<file path="config.mk">
export PLATFORM = sky130hd
export DESIGN_NAME = can_serial_command_parser
export DESIGN_NICKNAME = d
export VERILOG_FILES = /design/src/rtl/cscp_pkg.sv /design/src/rtl/cscp_parser.sv /design/src/rtl/cscp_emitter.sv /design/src/rtl/can_serial_command_parser.sv
export SDC_FILE = /design/constraint.sdc
export NUM_CORES = 1
export LEC_CHECK = 0
export BUFFER_PORTS_ARGS = -buffer_cell sky130_fd_sc_hd__buf_4
export CORE_UTILIZATION = 35
export CTS_CLUSTER_DIAMETER = 150
export DETAILED_ROUTE_END_ITERATION = 10
export GPL_TIMING_DRIVEN = 1
export PLACE_DENSITY_LB_ADDON = 0.12
export SLEW_MARGIN = 10
export SYNTH_ARGS = -nofsm -noshare
export SYNTH_HDL_FRONTEND = slang
export SYNTH_SLANG_ARGS = --single-unit
</file>
<file path="constraint.sdc">
create_clock -name clk -period 5.35 [get_ports clk]
set_clock_uncertainty 0.2 [all_clocks]
set_input_delay 0.535 -clock clk [delete_from_list [all_inputs] [get_ports clk]]
set_output_delay 0.535 -clock clk [all_outputs]
set_load 0.1 [all_outputs]
</file>
<file path="src/rtl/cscp_pkg.sv">
`timescale 1ns / 1ps
package cscp_pkg;

    localparam logic [7:0] SOF_BYTE      = 8'hF1;
    localparam logic [7:0] BINARY_BYTE   = 8'hE7;
    localparam logic [7:0] KEEP_HI       = 8'hDE;
    localparam logic [7:0] KEEP_LO       = 8'hAD;
    localparam logic [7:0] DEVINFO_FLAGS = 8'h20;
    localparam logic [19:0] SPEED_LIMIT  = 20'd1000000;
    localparam int MAX_DATA_BYTES = 8;
    localparam int CHECKSUM_DEPTH = 9;

    localparam logic [7:0] CMD_BUILD_FRAME = 8'd0;
    localparam logic [7:0] CMD_TIME_SYNC   = 8'd1;
    localparam logic [7:0] CMD_DIG_IN      = 8'd2;
    localparam logic [7:0] CMD_ANA_IN      = 8'd3;
    localparam logic [7:0] CMD_DIG_OUT     = 8'd4;
    localparam logic [7:0] CMD_SETUP_BUS   = 8'd5;
    localparam logic [7:0] CMD_BUS_PARAMS  = 8'd6;
    localparam logic [7:0] CMD_DEV_INFO    = 8'd7;
    localparam logic [7:0] CMD_SW_MODE     = 8'd8;
    localparam logic [7:0] CMD_KEEPALIVE   = 8'd9;
    localparam logic [7:0] CMD_SYS_TYPE    = 8'd10;
    localparam logic [7:0] CMD_ECHO_FRAME  = 8'd11;
    localparam logic [7:0] CMD_NUM_BUSES   = 8'd12;
    localparam logic [7:0] CMD_GET_EXT     = 8'd13;
    localparam logic [7:0] CMD_SET_EXT     = 8'd14;

    localparam logic [2:0] EV_REPLY   = 3'd0;
    localparam logic [2:0] EV_CONSOLE = 3'd1;
    localparam logic [2:0] EV_SEND    = 3'd2;
    localparam logic [2:0] EV_ECHO    = 3'd3;
    localparam logic [2:0] EV_BUS0    = 3'd4;
    localparam logic [2:0] EV_BUS1    = 3'd5;
    localparam logic [2:0] EV_SYSTYPE = 3'd6;
    localparam logic [2:0] EV_BINARY  = 3'd7;

    localparam logic CFG_BUS_COUNT = 1'b0;
    localparam logic CFG_BUILD     = 1'b1;

    typedef enum logic [3:0] {
        PH_IDLE, PH_CMD, PH_FRAME, PH_TSYNC, PH_DIGOUT, PH_SETUP,
        PH_SWMODE, PH_SYSTYPE, PH_ECHO, PH_EXTBUS
    } phase_t;

    typedef enum logic [3:0] {
        JOB_NONE, JOB_CONSOLE, JOB_BINMODE, JOB_TSYNC, JOB_DIGIN, JOB_ANAIN,
        JOB_BUSPARAM, JOB_DEVINFO, JOB_KEEPALIVE, JOB_NUMBUS, JOB_EXTGET,
        JOB_SEND, JOB_ECHO, JOB_BUS0, JOB_BUS1, JOB_SYSTYPE
    } job_t;

    // Parser state seen by the emitter; input bytes leave it unchanged while a job drains, configuration writes do not.
    typedef struct packed {
        logic [30:0] id;
        logic        ext;
        logic [1:0]  bus;
        logic [3:0]  len;
        logic [63:0] data;
        logic        b0_en;
        logic        b0_lis;
        logic [19:0] b0_sp;
        logic        b1_en;
        logic        b1_lis;
        logic [19:0] b1_sp;
        logic [7:0]  xor2;
        logic [7:0]  xor9;
        logic [1:0]  bus_count;
        logic [15:0] build;
    } snap_t;

    // Number of result beats a job produces.
    function automatic logic [4:0] job_beats(input job_t j);
        case (j)
            JOB_TSYNC:     job_beats = 5'd6;
            JOB_DIGIN:     job_beats = 5'd4;
            JOB_ANAIN:     job_beats = 5'd17;
            JOB_BUSPARAM:  job_beats = 5'd12;
            JOB_DEVINFO:   job_beats = 5'd8;
            JOB_KEEPALIVE: job_beats = 5'd4;
            JOB_NUMBUS:    job_beats = 5'd3;
            JOB_EXTGET:    job_beats = 5'd17;
            default:       job_beats = 5'd1;
        endcase
    endfunction

endpackage

</file>
<file path="src/rtl/cscp_parser.sv">
`timescale 1ns / 1ps
module cscp_parser
(
    input  logic                 clk,
    input  logic                 rst_n,
    input  logic                 fire,
    input  logic [7:0]           rx_byte,
    input  logic                 cfg_fire,
    input  logic                 cfg_index,
    input  logic [15:0]          cfg_data,
    output cscp_pkg::job_t       job,
    output cscp_pkg::snap_t      snap
);

    cscp_pkg::phase_t phase_reg, phase_next;
    logic [4:0]  step_reg, step_next;
    logic [31:0] id_reg, id_next;
    logic        ext_reg, ext_next;
    logic [1:0]  bus_reg, bus_next;
    logic [3:0]  len_reg, len_next;
    logic [7:0]  data_reg [cscp_pkg::MAX_DATA_BYTES], data_next [cscp_pkg::MAX_DATA_BYTES];
    logic [31:0] sw_reg, sw_next;
    logic [7:0]  cs_reg [cscp_pkg::CHECKSUM_DEPTH], cs_next [cscp_pkg::CHECKSUM_DEPTH];
    logic        b0_en_reg, b0_en_next, b0_lis_reg, b0_lis_next;
    logic        b1_en_reg, b1_en_next, b1_lis_reg, b1_lis_next;
    logic [19:0] b0_sp_reg, b0_sp_next, b1_sp_reg, b1_sp_next;
    logic [1:0]  bus_count_reg;
    logic [15:0] build_reg;

    logic [31:0] word;
    logic [19:0] clamped;
    logic [2:0]  s3;
    logic [7:0]  x9;

    always_comb
    begin
        phase_next  = phase_reg;
        step_next   = step_reg;
        id_next     = id_reg;
        ext_next    = ext_reg;
        bus_next    = bus_reg;
        len_next    = len_reg;
        data_next   = data_reg;
        sw_next     = sw_reg;
        cs_next     = cs_reg;
        b0_en_next  = b0_en_reg;
        b0_lis_next = b0_lis_reg;
        b0_sp_next  = b0_sp_reg;
        b1_en_next  = b1_en_reg;
        b1_lis_next = b1_lis_reg;
        b1_sp_next  = b1_sp_reg;
        job         = cscp_pkg::JOB_NONE;
        s3          = step_reg[2:0];
        word        = 32'd0;
        case (s3[1:0])
            2'd0: word = {24'd0, rx_byte};
            2'd1: word = {sw_reg[31:16], rx_byte, sw_reg[7:0]};
            2'd2: word = {sw_reg[31:24], rx_byte, sw_reg[15:0]};
            default: word = {rx_byte, sw_reg[23:0]};
        endcase
        clamped = (word[19:0] > cscp_pkg::SPEED_LIMIT) ? cscp_pkg::SPEED_LIMIT : word[19:0];
        if (fire)
        begin
            unique case (phase_reg)
                cscp_pkg::PH_IDLE:
                begin
                    if (rx_byte == cscp_pkg::SOF_BYTE)
                        phase_next = cscp_pkg::PH_CMD;
                    else if (rx_byte == cscp_pkg::BINARY_BYTE)
                        job = cscp_pkg::JOB_BINMODE;
                    else
                        job = cscp_pkg::JOB_CONSOLE;
                end
                cscp_pkg::PH_CMD:
                begin
                    unique case (rx_byte)
                        cscp_pkg::CMD_BUILD_FRAME, cscp_pkg::CMD_SETUP_BUS,
                        cscp_pkg::CMD_SW_MODE, cscp_pkg::CMD_SYS_TYPE,
                        cscp_pkg::CMD_ECHO_FRAME, cscp_pkg::CMD_SET_EXT:
                        begin
                            step_next  = 5'd0;
                            cs_next[0] = cscp_pkg::SOF_BYTE;
                            unique case (rx_byte)
                                cscp_pkg::CMD_BUILD_FRAME: phase_next = cscp_pkg::PH_FRAME;
                                cscp_pkg::CMD_SETUP_BUS:   phase_next = cscp_pkg::PH_SETUP;
                                cscp_pkg::CMD_SW_MODE:     phase_next = cscp_pkg::PH_SWMODE;
                                cscp_pkg::CMD_SYS_TYPE:    phase_next = cscp_pkg::PH_SYSTYPE;
                                cscp_pkg::CMD_ECHO_FRAME:  phase_next = cscp_pkg::PH_ECHO;
                                default:                   phase_next = cscp_pkg::PH_EXTBUS;
                            endcase
                        end
                        cscp_pkg::CMD_TIME_SYNC:
                        begin
                            phase_next = cscp_pkg::PH_TSYNC;
                            step_next  = 5'd0;
                            job        = cscp_pkg::JOB_TSYNC;
                        end
                        cscp_pkg::CMD_DIG_IN:
                        begin
                            phase_next = cscp_pkg::PH_IDLE;
                            job        = cscp_pkg::JOB_DIGIN;
                        end
                        cscp_pkg::CMD_ANA_IN:
                        begin
                            phase_next = cscp_pkg::PH_IDLE;
                            job        = cscp_pkg::JOB_ANAIN;
                        end
                        cscp_pkg::CMD_DIG_OUT:
                        begin
                            phase_next = cscp_pkg::PH_DIGOUT;
                            cs_next[0] = cscp_pkg::SOF_BYTE;
                        end
                        cscp_pkg::CMD_BUS_PARAMS:
                        begin
                            phase_next = cscp_pkg::PH_IDLE;
                            job        = cscp_pkg::JOB_BUSPARAM;
                        end
                        cscp_pkg::CMD_DEV_INFO:
                        begin
                            phase_next = cscp_pkg::PH_IDLE;
                            job        = cscp_pkg::JOB_DEVINFO;
                        end
                        cscp_pkg::CMD_KEEPALIVE:
                        begin
                            phase_next = cscp_pkg::PH_IDLE;
                            job        = cscp_pkg::JOB_KEEPALIVE;
                        end
                        cscp_pkg::CMD_NUM_BUSES:
                        begin
                            phase_next = cscp_pkg::PH_IDLE;
                            job        = cscp_pkg::JOB_NUMBUS;
                        end
                        cscp_pkg::CMD_GET_EXT:
                        begin
                            phase_next = cscp_pkg::PH_IDLE;
                            step_next  = 5'd0;
                            job        = cscp_pkg::JOB_EXTGET;
                        end
                        default:
                        begin
                            // Unknown code: keep waiting for a command.
                        end
                    endcase
                end
                cscp_pkg::PH_FRAME, cscp_pkg::PH_ECHO:
                begin
                    step_next = step_reg + 5'd1;
                    if (step_reg < 5'd8)
                        cs_next[4'(step_reg + 5'd1)] = rx_byte;
                    if (step_reg < 5'd4)
                    begin
                        case (step_reg[1:0])
                            2'd0: id_next = {24'd0, rx_byte};
                            2'd1: id_next = {id_reg[31:16], rx_byte, id_reg[7:0]};
                            2'd2: id_next = {id_reg[31:24], rx_byte, id_reg[15:0]};
                            default:
                            begin
                                id_next  = {1'b0, rx_byte[6:0], id_reg[23:0]};
                                ext_next = rx_byte[7];
                            end
                        endcase
                    end
                    else if (step_reg == 5'd4)
                        bus_next = (phase_reg == cscp_pkg::PH_ECHO) ? {1'b0, rx_byte[0]}
                                                                    : rx_byte[1:0];
                    else if (step_reg == 5'd5)
                        len_next = (rx_byte[3:0] > 4'd8) ? 4'd8 : rx_byte[3:0];
                    else if ({1'b0, step_reg} < 6'd6 + {2'b00, len_reg})
                        data_next[3'(step_reg - 5'd6)] = rx_byte;
                    else
                    begin
                        phase_next = cscp_pkg::PH_IDLE;
                        job = (phase_reg == cscp_pkg::PH_ECHO) ? cscp_pkg::JOB_ECHO
                                                               : cscp_pkg::JOB_SEND;
                    end
                end
                cscp_pkg::PH_SETUP:
                begin
                    sw_next   = word;
                    step_next = step_reg + 5'd1;
                    if (s3 == 3'd3)
                    begin
                        if (word != 32'd0)
                        begin
                            if (word[31])
                            begin
                                b0_en_next  = word[30];
                                b0_lis_next = word[29];
                            end
                            else
                                b0_en_next = 1'b1;
                            b0_sp_next = clamped;
                        end
                        else
                            b0_en_next = 1'b0;
                        job = cscp_pkg::JOB_BUS0;
                    end
                    else if (s3 == 3'd7)
                    begin
                        if (word != 32'd0 && bus_count_reg > 2'd1)
                        begin
                            if (word[31])
                            begin
                                b1_en_next  = word[30];
                                b1_lis_next = word[29];
                            end
                            else
                                b1_en_next = 1'b1;
                            b1_sp_next = clamped;
                        end
                        else
                            b1_en_next = 1'b0;
                        job = cscp_pkg::JOB_BUS1;
                        phase_next = cscp_pkg::PH_IDLE;
                    end
                end
                cscp_pkg::PH_SYSTYPE:
                begin
                    job = cscp_pkg::JOB_SYSTYPE;
                    phase_next = cscp_pkg::PH_IDLE;
                end
                cscp_pkg::PH_EXTBUS:
                begin
                    if (step_reg < 5'd11)
                        sw_next = {24'd0, rx_byte};
                    else if (step_reg == 5'd11)
                    begin
                        sw_next = {rx_byte, sw_reg[23:0]};
                        phase_next = cscp_pkg::PH_IDLE;
                    end
                    step_next = step_reg + 5'd1;
                end
                default: phase_next = cscp_pkg::PH_IDLE;
            endcase
        end
    end

    always_ff @(posedge clk or negedge rst_n)
    begin
        if (!rst_n)
        begin
            phase_reg     <= cscp_pkg::PH_IDLE;
            step_reg      <= 5'd0;
            id_reg        <= 32'd0;
            ext_reg       <= 1'b0;
            bus_reg       <= 2'd0;
            len_reg       <= 4'd0;
            sw_reg        <= 32'd0;
            b0_en_reg     <= 1'b0;
            b0_lis_reg    <= 1'b0;
            b0_sp_reg     <= 20'd0;
            b1_en_reg     <= 1'b0;
            b1_lis_reg    <= 1'b0;
            b1_sp_reg     <= 20'd0;
            bus_count_reg <= 2'd2;
            build_reg     <= 16'd0;
            for (int i = 0; i < cscp_pkg::MAX_DATA_BYTES; i++)
                data_reg[i] <= 8'd0;
            for (int i = 0; i < cscp_pkg::CHECKSUM_DEPTH; i++)
                cs_reg[i] <= 8'd0;
        end
        else
        begin
            phase_reg  <= phase_next;
            step_reg   <= step_next;
            id_reg     <= id_next;
            ext_reg    <= ext_next;
            bus_reg    <= bus_next;
            len_reg    <= len_next;
            sw_reg     <= sw_next;
            b0_en_reg  <= b0_en_next;
            b0_lis_reg <= b0_lis_next;
            b0_sp_reg  <= b0_sp_next;
            b1_en_reg  <= b1_en_next;
            b1_lis_reg <= b1_lis_next;
            b1_sp_reg  <= b1_sp_next;
            data_reg   <= data_next;
            cs_reg     <= cs_next;
            if (cfg_fire)
            begin
                unique case (cfg_index)
                    cscp_pkg::CFG_BUS_COUNT: bus_count_reg <= cfg_data[1:0];
                    default:                 build_reg     <= cfg_data;
                endcase
            end
        end
    end

    always_comb
    begin
        x9 = 8'd0;
        for (int i = 0; i < cscp_pkg::CHECKSUM_DEPTH; i++)
            x9 = x9 ^ cs_reg[i];
        snap.id        = id_reg[30:0];
        snap.ext       = ext_reg;
        snap.bus       = bus_reg;
        snap.len       = len_reg;
        for (int i = 0; i < cscp_pkg::MAX_DATA_BYTES; i++)
            snap.data[8*i +: 8] = ({1'b0, 4'(i)} < {1'b0, len_reg}) ? data_reg[i] : 8'd0;
        snap.b0_en     = b0_en_reg;
        snap.b0_lis    = b0_lis_reg;
        snap.b0_sp     = b0_sp_reg;
        snap.b1_en     = b1_en_reg;
        snap.b1_lis    = b1_lis_reg;
        snap.b1_sp     = b1_sp_reg;
        snap.xor2      = cs_reg[0] ^ cs_reg[1];
        snap.xor9      = x9;
        snap.bus_count = bus_count_reg;
        snap.build     = build_reg;
    end

endmodule

</file>
<file path="src/rtl/cscp_emitter.sv">
`timescale 1ns / 1ps
module cscp_emitter
(
    input  logic             clk,
    input  logic             rst_n,
    input  cscp_pkg::job_t   job,
    input  logic             load,
    input  logic [7:0]       job_byte,
    input  logic [31:0]      job_now,
    input  cscp_pkg::snap_t  snap,
    output logic             free,
    output logic             out_valid,
    input  logic             out_ready,
    output logic [2:0]       out_kind,
    output logic [135:0]     out_data,
    output logic             out_last
);

    cscp_pkg::job_t job_reg;
    logic        busy_reg;
    logic [4:0]  idx_reg;
    logic [7:0]  byte_reg;
    logic [31:0] now_reg;
    logic        valid_reg;
    logic [2:0]  kind_reg;
    logic [135:0] data_reg;
    logic        last_reg;

    logic        adv, is_last;
    logic [2:0]  kind;
    logic [7:0]  val;
    logic [135:0] beat;

    assign adv     = busy_reg && (!valid_reg || out_ready);
    assign is_last = (idx_reg == cscp_pkg::job_beats(job_reg) - 5'd1);
    assign free    = !busy_reg || (adv && is_last);

    always_comb
    begin
        kind = cscp_pkg::EV_REPLY;
        val  = 8'd0;
        case (idx_reg)
            5'd0: val = cscp_pkg::SOF_BYTE;
            default: val = 8'd0;
        endcase
        case (job_reg)
            cscp_pkg::JOB_CONSOLE: begin kind = cscp_pkg::EV_CONSOLE; val = byte_reg; end
            cscp_pkg::JOB_BINMODE: begin kind = cscp_pkg::EV_BINARY; val = 8'd0; end
            cscp_pkg::JOB_SYSTYPE: begin kind = cscp_pkg::EV_SYSTYPE; val = byte_reg; end
            cscp_pkg::JOB_SEND:    begin kind = cscp_pkg::EV_SEND; val = 8'd0; end
            cscp_pkg::JOB_ECHO:    begin kind = cscp_pkg::EV_ECHO; val = 8'd0; end
            cscp_pkg::JOB_BUS0:    begin kind = cscp_pkg::EV_BUS0; val = 8'd0; end
            cscp_pkg::JOB_BUS1:    begin kind = cscp_pkg::EV_BUS1; val = 8'd0; end
            cscp_pkg::JOB_TSYNC:
                case (idx_reg)
                    5'd0: val = cscp_pkg::SOF_BYTE;
                    5'd1: val = cscp_pkg::CMD_TIME_SYNC;
                    5'd2: val = now_reg[7:0];
                    5'd3: val = now_reg[15:8];
                    5'd4: val = now_reg[23:16];
                    default: val = now_reg[31:24];
                endcase
            cscp_pkg::JOB_DIGIN:
                case (idx_reg)
                    5'd0: val = cscp_pkg::SOF_BYTE;
                    5'd1: val = cscp_pkg::CMD_DIG_IN;
                    5'd3: val = snap.xor2;
                    default: val = 8'd0;
                endcase
            cscp_pkg::JOB_ANAIN:
                case (idx_reg)
                    5'd0: val = cscp_pkg::SOF_BYTE;
                    5'd1: val = cscp_pkg::CMD_ANA_IN;
                    5'd16: val = snap.xor9;
                    default: val = 8'd0;
                endcase
            cscp_pkg::JOB_BUSPARAM:
                // Bus 0 status and speed, then a zero bus 1 status and bus 1 speed.
                case (idx_reg)
                    5'd0: val = cscp_pkg::SOF_BYTE;
                    5'd1: val = cscp_pkg::CMD_BUS_PARAMS;
                    5'd2: val = {3'd0, snap.b0_lis, 3'd0, snap.b0_en};
                    5'd3: val = snap.b0_sp[7:0];
                    5'd4: val = snap.b0_sp[15:8];
                    5'd5: val = {4'd0, snap.b0_sp[19:16]};
                    5'd8: val = snap.b1_sp[7:0];
                    5'd9: val = snap.b1_sp[15:8];
                    5'd10: val = {4'd0, snap.b1_sp[19:16]};
                    default: val = 8'd0;
                endcase
            cscp_pkg::JOB_DEVINFO:
                case (idx_reg)
                    5'd0: val = cscp_pkg::SOF_BYTE;
                    5'd1: val = cscp_pkg::CMD_DEV_INFO;
                    5'd2: val = snap.build[7:0];
                    5'd3: val = snap.build[15:8];
                    5'd4: val = cscp_pkg::DEVINFO_FLAGS;
                    default: val = 8'd0;
                endcase
            cscp_pkg::JOB_KEEPALIVE:
                case (idx_reg)
                    5'd0: val = cscp_pkg::SOF_BYTE;
                    5'd1: val = cscp_pkg::CMD_KEEPALIVE;
                    5'd2: val = cscp_pkg::KEEP_HI;
                    default: val = cscp_pkg::KEEP_LO;
                endcase
            cscp_pkg::JOB_NUMBUS:
                case (idx_reg)
                    5'd0: val = cscp_pkg::SOF_BYTE;
                    5'd1: val = cscp_pkg::CMD_NUM_BUSES;
                    default: val = {6'd0, snap.bus_count};
                endcase
            cscp_pkg::JOB_EXTGET:
                case (idx_reg)
                    5'd0: val = cscp_pkg::SOF_BYTE;
                    5'd1: val = cscp_pkg::CMD_GET_EXT;
                    default: val = 8'd0;
                endcase
            default: val = 8'd0;
        endcase

        beat = 136'd0;
        beat[7:0] = val;
        if (kind == cscp_pkg::EV_SEND || kind == cscp_pkg::EV_ECHO)
        begin
            beat[38:8]   = snap.id;
            beat[39]     = snap.ext;
            beat[41:40]  = (kind == cscp_pkg::EV_SEND) ? snap.bus : 2'd0;
            beat[45:42]  = snap.len;
            beat[109:46] = snap.data;
        end
        else if (kind == cscp_pkg::EV_BUS0)
        begin
            beat[110]     = snap.b0_en;
            beat[111]     = snap.b0_lis;
            beat[131:112] = snap.b0_sp;
        end
        else if (kind == cscp_pkg::EV_BUS1)
        begin
            beat[110]     = snap.b1_en;
            beat[111]     = snap.b1_lis;
            beat[131:112] = snap.b1_sp;
        end
    end

    always_ff @(posedge clk or negedge rst_n)
    begin
        if (!rst_n)
        begin
            busy_reg  <= 1'b0;
            idx_reg   <= 5'd0;
            valid_reg <= 1'b0;
            job_reg   <= cscp_pkg::JOB_NONE;
        end
        else
        begin
            if (adv)
                valid_reg <= 1'b1;
            else if (out_ready)
                valid_reg <= 1'b0;
            // A new job can only arrive when the current one is done or on its last beat.
            if (load)
            begin
                busy_reg <= 1'b1;
                idx_reg  <= 5'd0;
                job_reg  <= job;
            end
            else if (adv)
            begin
                idx_reg <= is_last ? 5'd0 : idx_reg + 5'd1;
                if (is_last)
                    busy_reg <= 1'b0;
            end
        end
    end

    always_ff @(posedge clk)
    begin
        if (load)
        begin
            byte_reg <= job_byte;
            now_reg  <= job_now;
        end
        if (adv)
        begin
            kind_reg <= kind;
            data_reg <= beat;
            last_reg <= is_last;
        end
    end

    assign out_valid = valid_reg;
    assign out_kind  = kind_reg;
    assign out_data  = data_reg;
    assign out_last  = last_reg;

endmodule

</file>
<file path="src/rtl/can_serial_command_parser.sv">
`timescale 1ns / 1ps
// Host-link command parser for a CAN bridge. Each byte taken on the s_axis
// channel is parsed in the cycle it is accepted; the parser state (phase,
// frame under assembly, checksum buffer, bus settings) is updated at that
// edge and any results are handed to an emitter as one job. The emitter
// sends one result per cycle on the m_axis channel, unless m_axis_tready stalls
// it, through a registered output stage. After a byte that causes no result the
// next byte can follow at once, and after one that causes one result too, unless
// the output stalls. A query reply of N bytes (up to 17 for the analog-input and
// extended-bus replies) holds off the input until its last beat enters the
// output stage. tlast marks the last result caused by one input byte.
// Configuration writes are taken in any cycle and should only be made while idle.
module can_serial_command_parser
(
    input  logic         clk,
    input  logic         rst_n,
    input  logic         s_axis_tvalid,
    output logic         s_axis_tready,
    input  logic [39:0]  s_axis_tdata,   // rx_byte[7:0], now_us[39:8]
    output logic         m_axis_tvalid,
    input  logic         m_axis_tready,
    // byte_value[7:0], frame_id[38:8], frame_extended[39], frame_bus[41:40],
    // frame_length[45:42], frame_data[109:46], bus_enabled[110],
    // bus_listen_only[111], bus_speed[131:112], zero fill above
    output logic [135:0] m_axis_tdata,
    output logic [2:0]   m_axis_tuser,   // event_kind[2:0]
    output logic         m_axis_tlast,
    input  logic         cfg_valid,
    output logic         cfg_ready,
    input  logic         cfg_index,      // 0 bus_count, 1 build_number
    input  logic [15:0]  cfg_data
);

    logic            in_fire;
    logic            free;
    cscp_pkg::job_t  job;
    cscp_pkg::snap_t snap;

    // A transaction is taken whenever the emitter can accept the job it may cause.
    assign s_axis_tready = free;
    assign in_fire       = s_axis_tvalid && free;
    assign cfg_ready     = 1'b1;

    cscp_parser u_parser
    (
        .clk       (clk),
        .rst_n     (rst_n),
        .fire      (in_fire),
        .rx_byte   (s_axis_tdata[7:0]),
        .cfg_fire  (cfg_valid),
        .cfg_index (cfg_index),
        .cfg_data  (cfg_data),
        .job       (job),
        .snap      (snap)
    );

    cscp_emitter u_emitter
    (
        .clk       (clk),
        .rst_n     (rst_n),
        .job       (job),
        .load      (in_fire && (job != cscp_pkg::JOB_NONE)),
        .job_byte  (s_axis_tdata[7:0]),
        .job_now   (s_axis_tdata[39:8]),
        .snap      (snap),
        .free      (free),
        .out_valid (m_axis_tvalid),
        .out_ready (m_axis_tready),
        .out_kind  (m_axis_tuser),
        .out_data  (m_axis_tdata),
        .out_last  (m_axis_tlast)
    );

endmodule

</file>
After elaboration in Yosys (flattened, before gate mapping). Memories as Yosys holds them, arrays and structs flattened. Cells that the tools add are included.

Register bits: 464. ROM bits: 80. Input bits: 62. Output and inout bits: 143. Memories: 1.

Memories: (no name shown) (depth 16, width 5, rd ports 1, clocked after Yosys merged registers in 0, write ports 0, line cscp_pkg.sv:73) `case (j)`.

Add/subtract/negate cells: 5. Order comparisons: 19. Eq/ne operators: 73. Mux-type cells: 66. Bitwise gates (word level): 18. Reductions and logical operators: 66.

Operators by type and width (number): $pmux W8 S9 (2); $pmux W32 S3 (1); $pmux W31 S3 (1); $pmux W8 S5 (2); $bwmux W72 (1); $mux W4 (18); $mux W72 (1); $pmux W8 S3 (3); $bwmux W64 (1); $mux W32 (2); $pmux W32 S2 (1); $xor A8 B8 Y8 (8); $pmux W4 S5 (3); $eq A8 B4 Y1 const B (7); $pmux W8 S2 (3); $mux W22 (2); $eq A4 B4 Y1 const B (10); $demux W8 S4 (1); $eq A8 B3 Y1 const B (4); $pmux W4 S8 (1); $reduce_bool A32 Y1 (1); $reduce_and A5 Y1 (6); $demux W8 S3 (1); $eq A4 B3 Y1 const B (6); 68 further kinds (161).

Logic depth before layout (Yosys ltp).
Depth after elaboration: 12. Depth in mapped cells: 17. Mapped depth without buffers: 13.

Modules after synthesis. A second synthesis with hierarchy kept.

Cells, all modules: 1827. Area, all modules: 21842.2 sq um.

By module, submodules not included: cscp_parser (times used 1, cells each 1175, area an instance 13344.0 sq um, sequential area each 6932.9 sq um); cscp_emitter (times used 1, cells each 648, area an instance 8469.4 sq um, sequential area each 5560.3 sq um); can_serial_command_parser (times used 1, cells each 4, area an instance 28.8 sq um, sequential area each 0.0 sq um).

Worst setup path before layout. OpenSTA, ideal clock, no wires.

Kind: register -> register. Start point: reg u_emitter.valid_reg (netlist: u_emitter.out_valid). End point: reg u_parser.data_reg[60] (netlist bit). Library setup time: 0.128 ns. Data arrival time: 5.984 ns. Required time: 5.022 ns. Setup slack: -0.961 ns. Cell stages (with the launch flop): 9. Path buffers: 1. Clock period less this slack: 6.311 ns. Cell sequence: dfrtp_1 > nand2b_1 > nand2_1 > inv_1 > nand2_1 > o21ai_4 > or4b_1 > buf_2 > mux2_1.

Cells in the longest elaborated chain, start to end: 7.

Ends and longest elaborated chain: start: declaration (line cscp_emitter.sv:24) `logic valid_reg;`; start signal: assignment (line cscp_emitter.sv:152) `valid_reg <= 1'b0;`; start signal: assignment (line cscp_emitter.sv:158) `valid_reg <= 1'b1;`; start signal: assignment (line cscp_emitter.sv:160) `valid_reg <= 1'b0;`; $logic_not A1 Y1 (line cscp_emitter.sv:34) `assign adv = busy_reg && (!valid_reg || out_ready);`; $logic_or A1 B1 Y1 (line cscp_emitter.sv:34); $logic_and A1 B1 Y1 (line cscp_emitter.sv:34); named net u_emitter.adv (line cscp_emitter.sv:29) `logic adv, is_last;`; $logic_and A1 B1 Y1 (line cscp_emitter.sv:36) `assign free = !busy_reg || (adv && is_last);`; $logic_or A1 B1 Y1 (line cscp_emitter.sv:36); named net s_axis_tready (line can_serial_command_parser.sv:18) `output logic s_axis_tready,`; $logic_and A1 B1 Y1 (line can_serial_command_parser.sv:41) `assign in_fire = s_axis_tvalid && free;`; $reduce_and A6 Y1 (no source line); end signal: assignment (line cscp_parser.sv:277) `data_reg <= data_next;`; end: declaration (line cscp_parser.sv:21) `logic [7:0] data_reg [cscp_pkg::MAX_DATA_BYTES], data_next [cscp_pkg::MAX_DATA_BYTES];`.

The timed path passes the listed nets, and every way through them passes these cells. A chain may end at the register's enable or synchronous reset.

Worst setup path after layout.
Start point: reg u_emitter.job_reg[0]. End point: out s_axis_tready.

Cells in the longest elaborated chain, start to end: 5.

Ends and longest elaborated chain: start: declaration (line cscp_emitter.sv:19) `cscp_pkg::job_t job_reg;`; start signal: assignment (line cscp_emitter.sv:153) `job_reg <= cscp_pkg::JOB_NONE;`; start signal: assignment (line cscp_emitter.sv:166) `job_reg <= job;`; $mem_v2 Z16 W5; $sub A5 B1 Y5 (line cscp_emitter.sv:35) `assign is_last = (idx_reg == cscp_pkg::job_beats(job_reg) - 5'd1);`; $eq A5 B5 Y1 (line cscp_emitter.sv:35); $logic_and A1 B1 Y1 (line cscp_emitter.sv:36); $logic_or A1 B1 Y1 (line cscp_emitter.sv:36); end: declaration (line can_serial_command_parser.sv:18).

No other way between the ends.

==> key figures <==
Die
  • Floorplan row count: 90
  • Core ar.: 0.06058 mm2
  • Starting Density: 0.3560
  • Die area: 0.06262 mm2
  • Die width: 250.2 um
  • # IOs: 205
  • Die Ht: 250.2 um

Timing
  • Slew HR: 0.2118
  • Min cycle time layout: 4543 ps
  • Worst slew pin tran: between 1000 and 1500 ps
  • RSZ-0062 raised after global routing: no
  • Tcrit/Tclk final: 0.8491
  • Worst hold margin: slightly above 80 ps
  • Fin. Hold Viols: 0
  • Max frequency: 220.1 MHz
  • Setup TNS: 0 ps
  • Final setup viols: 0
  • Slew Viols, Final: 0
  • Worst Slack Setup Final: 807.5 ps

Setup path
  • Crit. End Element: primary output
  • Critical path peak fanout: 11
  • Worst EP arrival: 3810 ps
  • Crit path kind: reg2out
  • Critical Path RT: approximately 4600 ps
  • Setup crit start kind: flop

Global route
  • GRT Resource Usage Total: 0.1980
  • Grt ovf: 0
  • Largest net degree at the start of global routing: around 110
  • Vias in the first global route: 15110
  • First-pass GRT wire length: about 95 mm
  • Initial antenna violation count: 1

Clock tree
  • Post_cts resized: 0
  • # H-tree levels: 2
  • TritonCTS clock tree: yes
  • Reg clk slew, reported paths: 60 ps
  • Clock latency on the worst-skew pair: 610 ps
  • CTS max path bufs: 3
  • Total CTS buffers: 52
  • Sink Count: 464
  • Root Driver: clkbuf_16

Final layout
  • Synthesis-to-layout area growth: 21.23%
  • Share of cells above drive strength 1: 0.2864
  • Util after Layout: 0.4316
  • Fill cell count: 5619
  • Nets: 2014
  • Register Area: 0.01249 mm2
  • Multi-input logic area: 0.008492 mm2
  • Post-route insts no fill: 2759
  • Max reg flops: around 130

Logic synthesis
  • Avg Inst Size Synth: 12.62 um2
  • Main synth FF type: dfrtp_1
  • Synth unique cells: between 80 and 90
  • Synth Register Bits: 464
  • Synth Cell Area: 0.02157 mm2
  • Synth top area cells: dfrtp_1 (33%), edfxtp_1 (25%), mux2_2 (11%), and2_1 (2.8%), xnor2_1 (2.6%)
  • YS warnings: 0
  • Ys async rst share: 0.6207
  • Yosys top cell area share: 0.3330
  • Mapped Cells: 1709
  • Most frequent cell after synthesis: dfrtp_1
  • Top cells by count, synth: dfrtp_1 (287), mux2_2 (216), edfxtp_1 (176)
  • Leading area contributor after synthesis: dfrtp_1
  • Sequential area share after synthesis: 0.5793
  • EDFF count, synth: 176

Place
  • HPWL after DPL: between 40 and 50 mm
  • Cells after DPL: 2611
  • IO Port Bufs: 199
  • Pre-CTS setup slack: 1010 ps
  • Gpl congestion: ~0.88

Drt
  • Routed via count: 14780
  • First DRT Iteration DRCs: 1175
  • WL per Instance: between 20 and 25 um
  • First drt pass iteration count: 5
  • Final WL: 62.41 mm
  • Vias per cell: 5.356
  • ANT nets after route: 0
  • DRC viols: 0

Pwr
  • PwrDens: 568.1 mW/mm2
  • Leakage Power: 0.01119 uW
  • VDD IR max: 0.2587 mV

Run status
  • Status: completed

Min path
  • Hold Path Class: in2reg

Run
  • Max-cap check violation count: 0
==> cells in the final DEF, fill, tap and decap left out, types with 7 or more instances in the layout <==
cell type | Yosys | routed
dfrtp_1 | 287 | 287
buf_4 | 7 | 226
mux2_2 | 216 | 216
edfxtp_1 | 176 | 176
and2_1 | 95 | 95
nand2_1 | 82 | 82
nor2_1 | 77 | 76
xnor2_1 | 63 | 63
a21oi_1 | 58 | 58
clkbuf_16 | 0 | 53
dlygate4sd3_1 | 0 | 49
inv_1 | 45 | 44
a22o_1 | 39 | 39
o21ai_0 | 33 | 32
nor2b_1 | 29 | 28
a22oi_1 | 28 | 28
mux2i_1 | 21 | 21
nand2b_1 | 20 | 20
nand3_1 | 20 | 20
a31oi_1 | 20 | 20
ha_1 | 20 | 20
clkbuf_1 | 75 | 17
nand4_1 | 16 | 16
and3_1 | 15 | 15
nor3_1 | 17 | 15
a221oi_1 | 15 | 15
o22ai_1 | 14 | 14
or3_1 | 12 | 12
o221ai_1 | 11 | 11
xor2_1 | 10 | 10
o21a_1 | 10 | 10
nor4_1 | 8 | 8
mux2_4 | 8 | 8
clkinv_2 | 0 | 8
a222oi_1 | 7 | 7
==> stage by stage <==
| stage | total power (uW) | instance area [um2] |
|---|---|---|
| after floorplan | 9573 | 21580 |
| after global placement | 11160 | 23910 |
| after detailed placement | 11210 | 23910 |
| after CTS | 14960 | 26140 |
| after global routing | 15550 | 26140 |
| final | 14850 | 26150 |
==> power by group <==
part	switching [uW]	internal (uW)	leakage (uW)
clock network	1460	2200	0.000848
logic	4120	1890	0.00479
registers	568	4620	0.00555
total	6150	8700	0.0112
==> path summary, 6_finish.rpt <==
check	start	endpoint	slack (ps)	cells past startpoint
setup reg to reg	u_emitter.job_reg[0]	u_parser.id_reg[0]	940	11
setup / recovery	u_emitter.job_reg[0]	s_axis_tready	810	10
max in group asynchronous	rst_n	u_parser.data_reg[20]	3430	3
min in group asynchronous	rst_n	u_parser.b1_sp_reg[7]	320	2
hold / removal	m_axis_tready	u_emitter.out_valid	80	3
hold reg to reg	u_parser.data_reg[60]	u_parser.data_reg[60]	290	1
==> per-layer routing <==
layer	track usage	wire (um)
met1	0.2719	27810
met4	0.05206	1233
met3	0.02743	2774
met2	0.3279	30590
met5	0	0
==> critical path: stages (launching register included) <==
cell	delay [ps]
dfrtp_1	490
inv_1	220
nor2_1	220
nand2_1	90
ha_1	280
or3b_1	380
a311oi_1	380
o31a_1	230
o22ai_1	160
o21ai_4	360
buf_4	370
==> what timing repair did <==
action | CTS | global route
hold endpoints to repair | 140 | 0
buffers inserted | 0 | 0
hold buffers | 49 | 0
==> final cells by class <==
cell class                      count  share of cell area
Timing Repair Buffer              279             0.08652
Clock inverter                     22             0.01024
Multi-Input combinational cell   1089              0.3248
Tap cell                          782             0.03742
Antenna cell                        1          0.00009571
Inverter                           46            0.006748
Sequential cell                   464              0.4778
Clock buffer                       76             0.05633
==> cell families after synthesis <==
family,count (synthesis),synth area share
AO/OA/AOI/OAI,303,0.1024
XOR/XNOR,73,0.02965
adder cells (fa/ha/maj),20,0.01160
buffers and inverters,159,0.03040
flip-flops,464,0.5793
multiplexers,248,0.1297
other,2,0.0003482
AND/OR/NAND/NOR,440,0.1167
No activity file was read; power rests on OpenSTA's default activity.
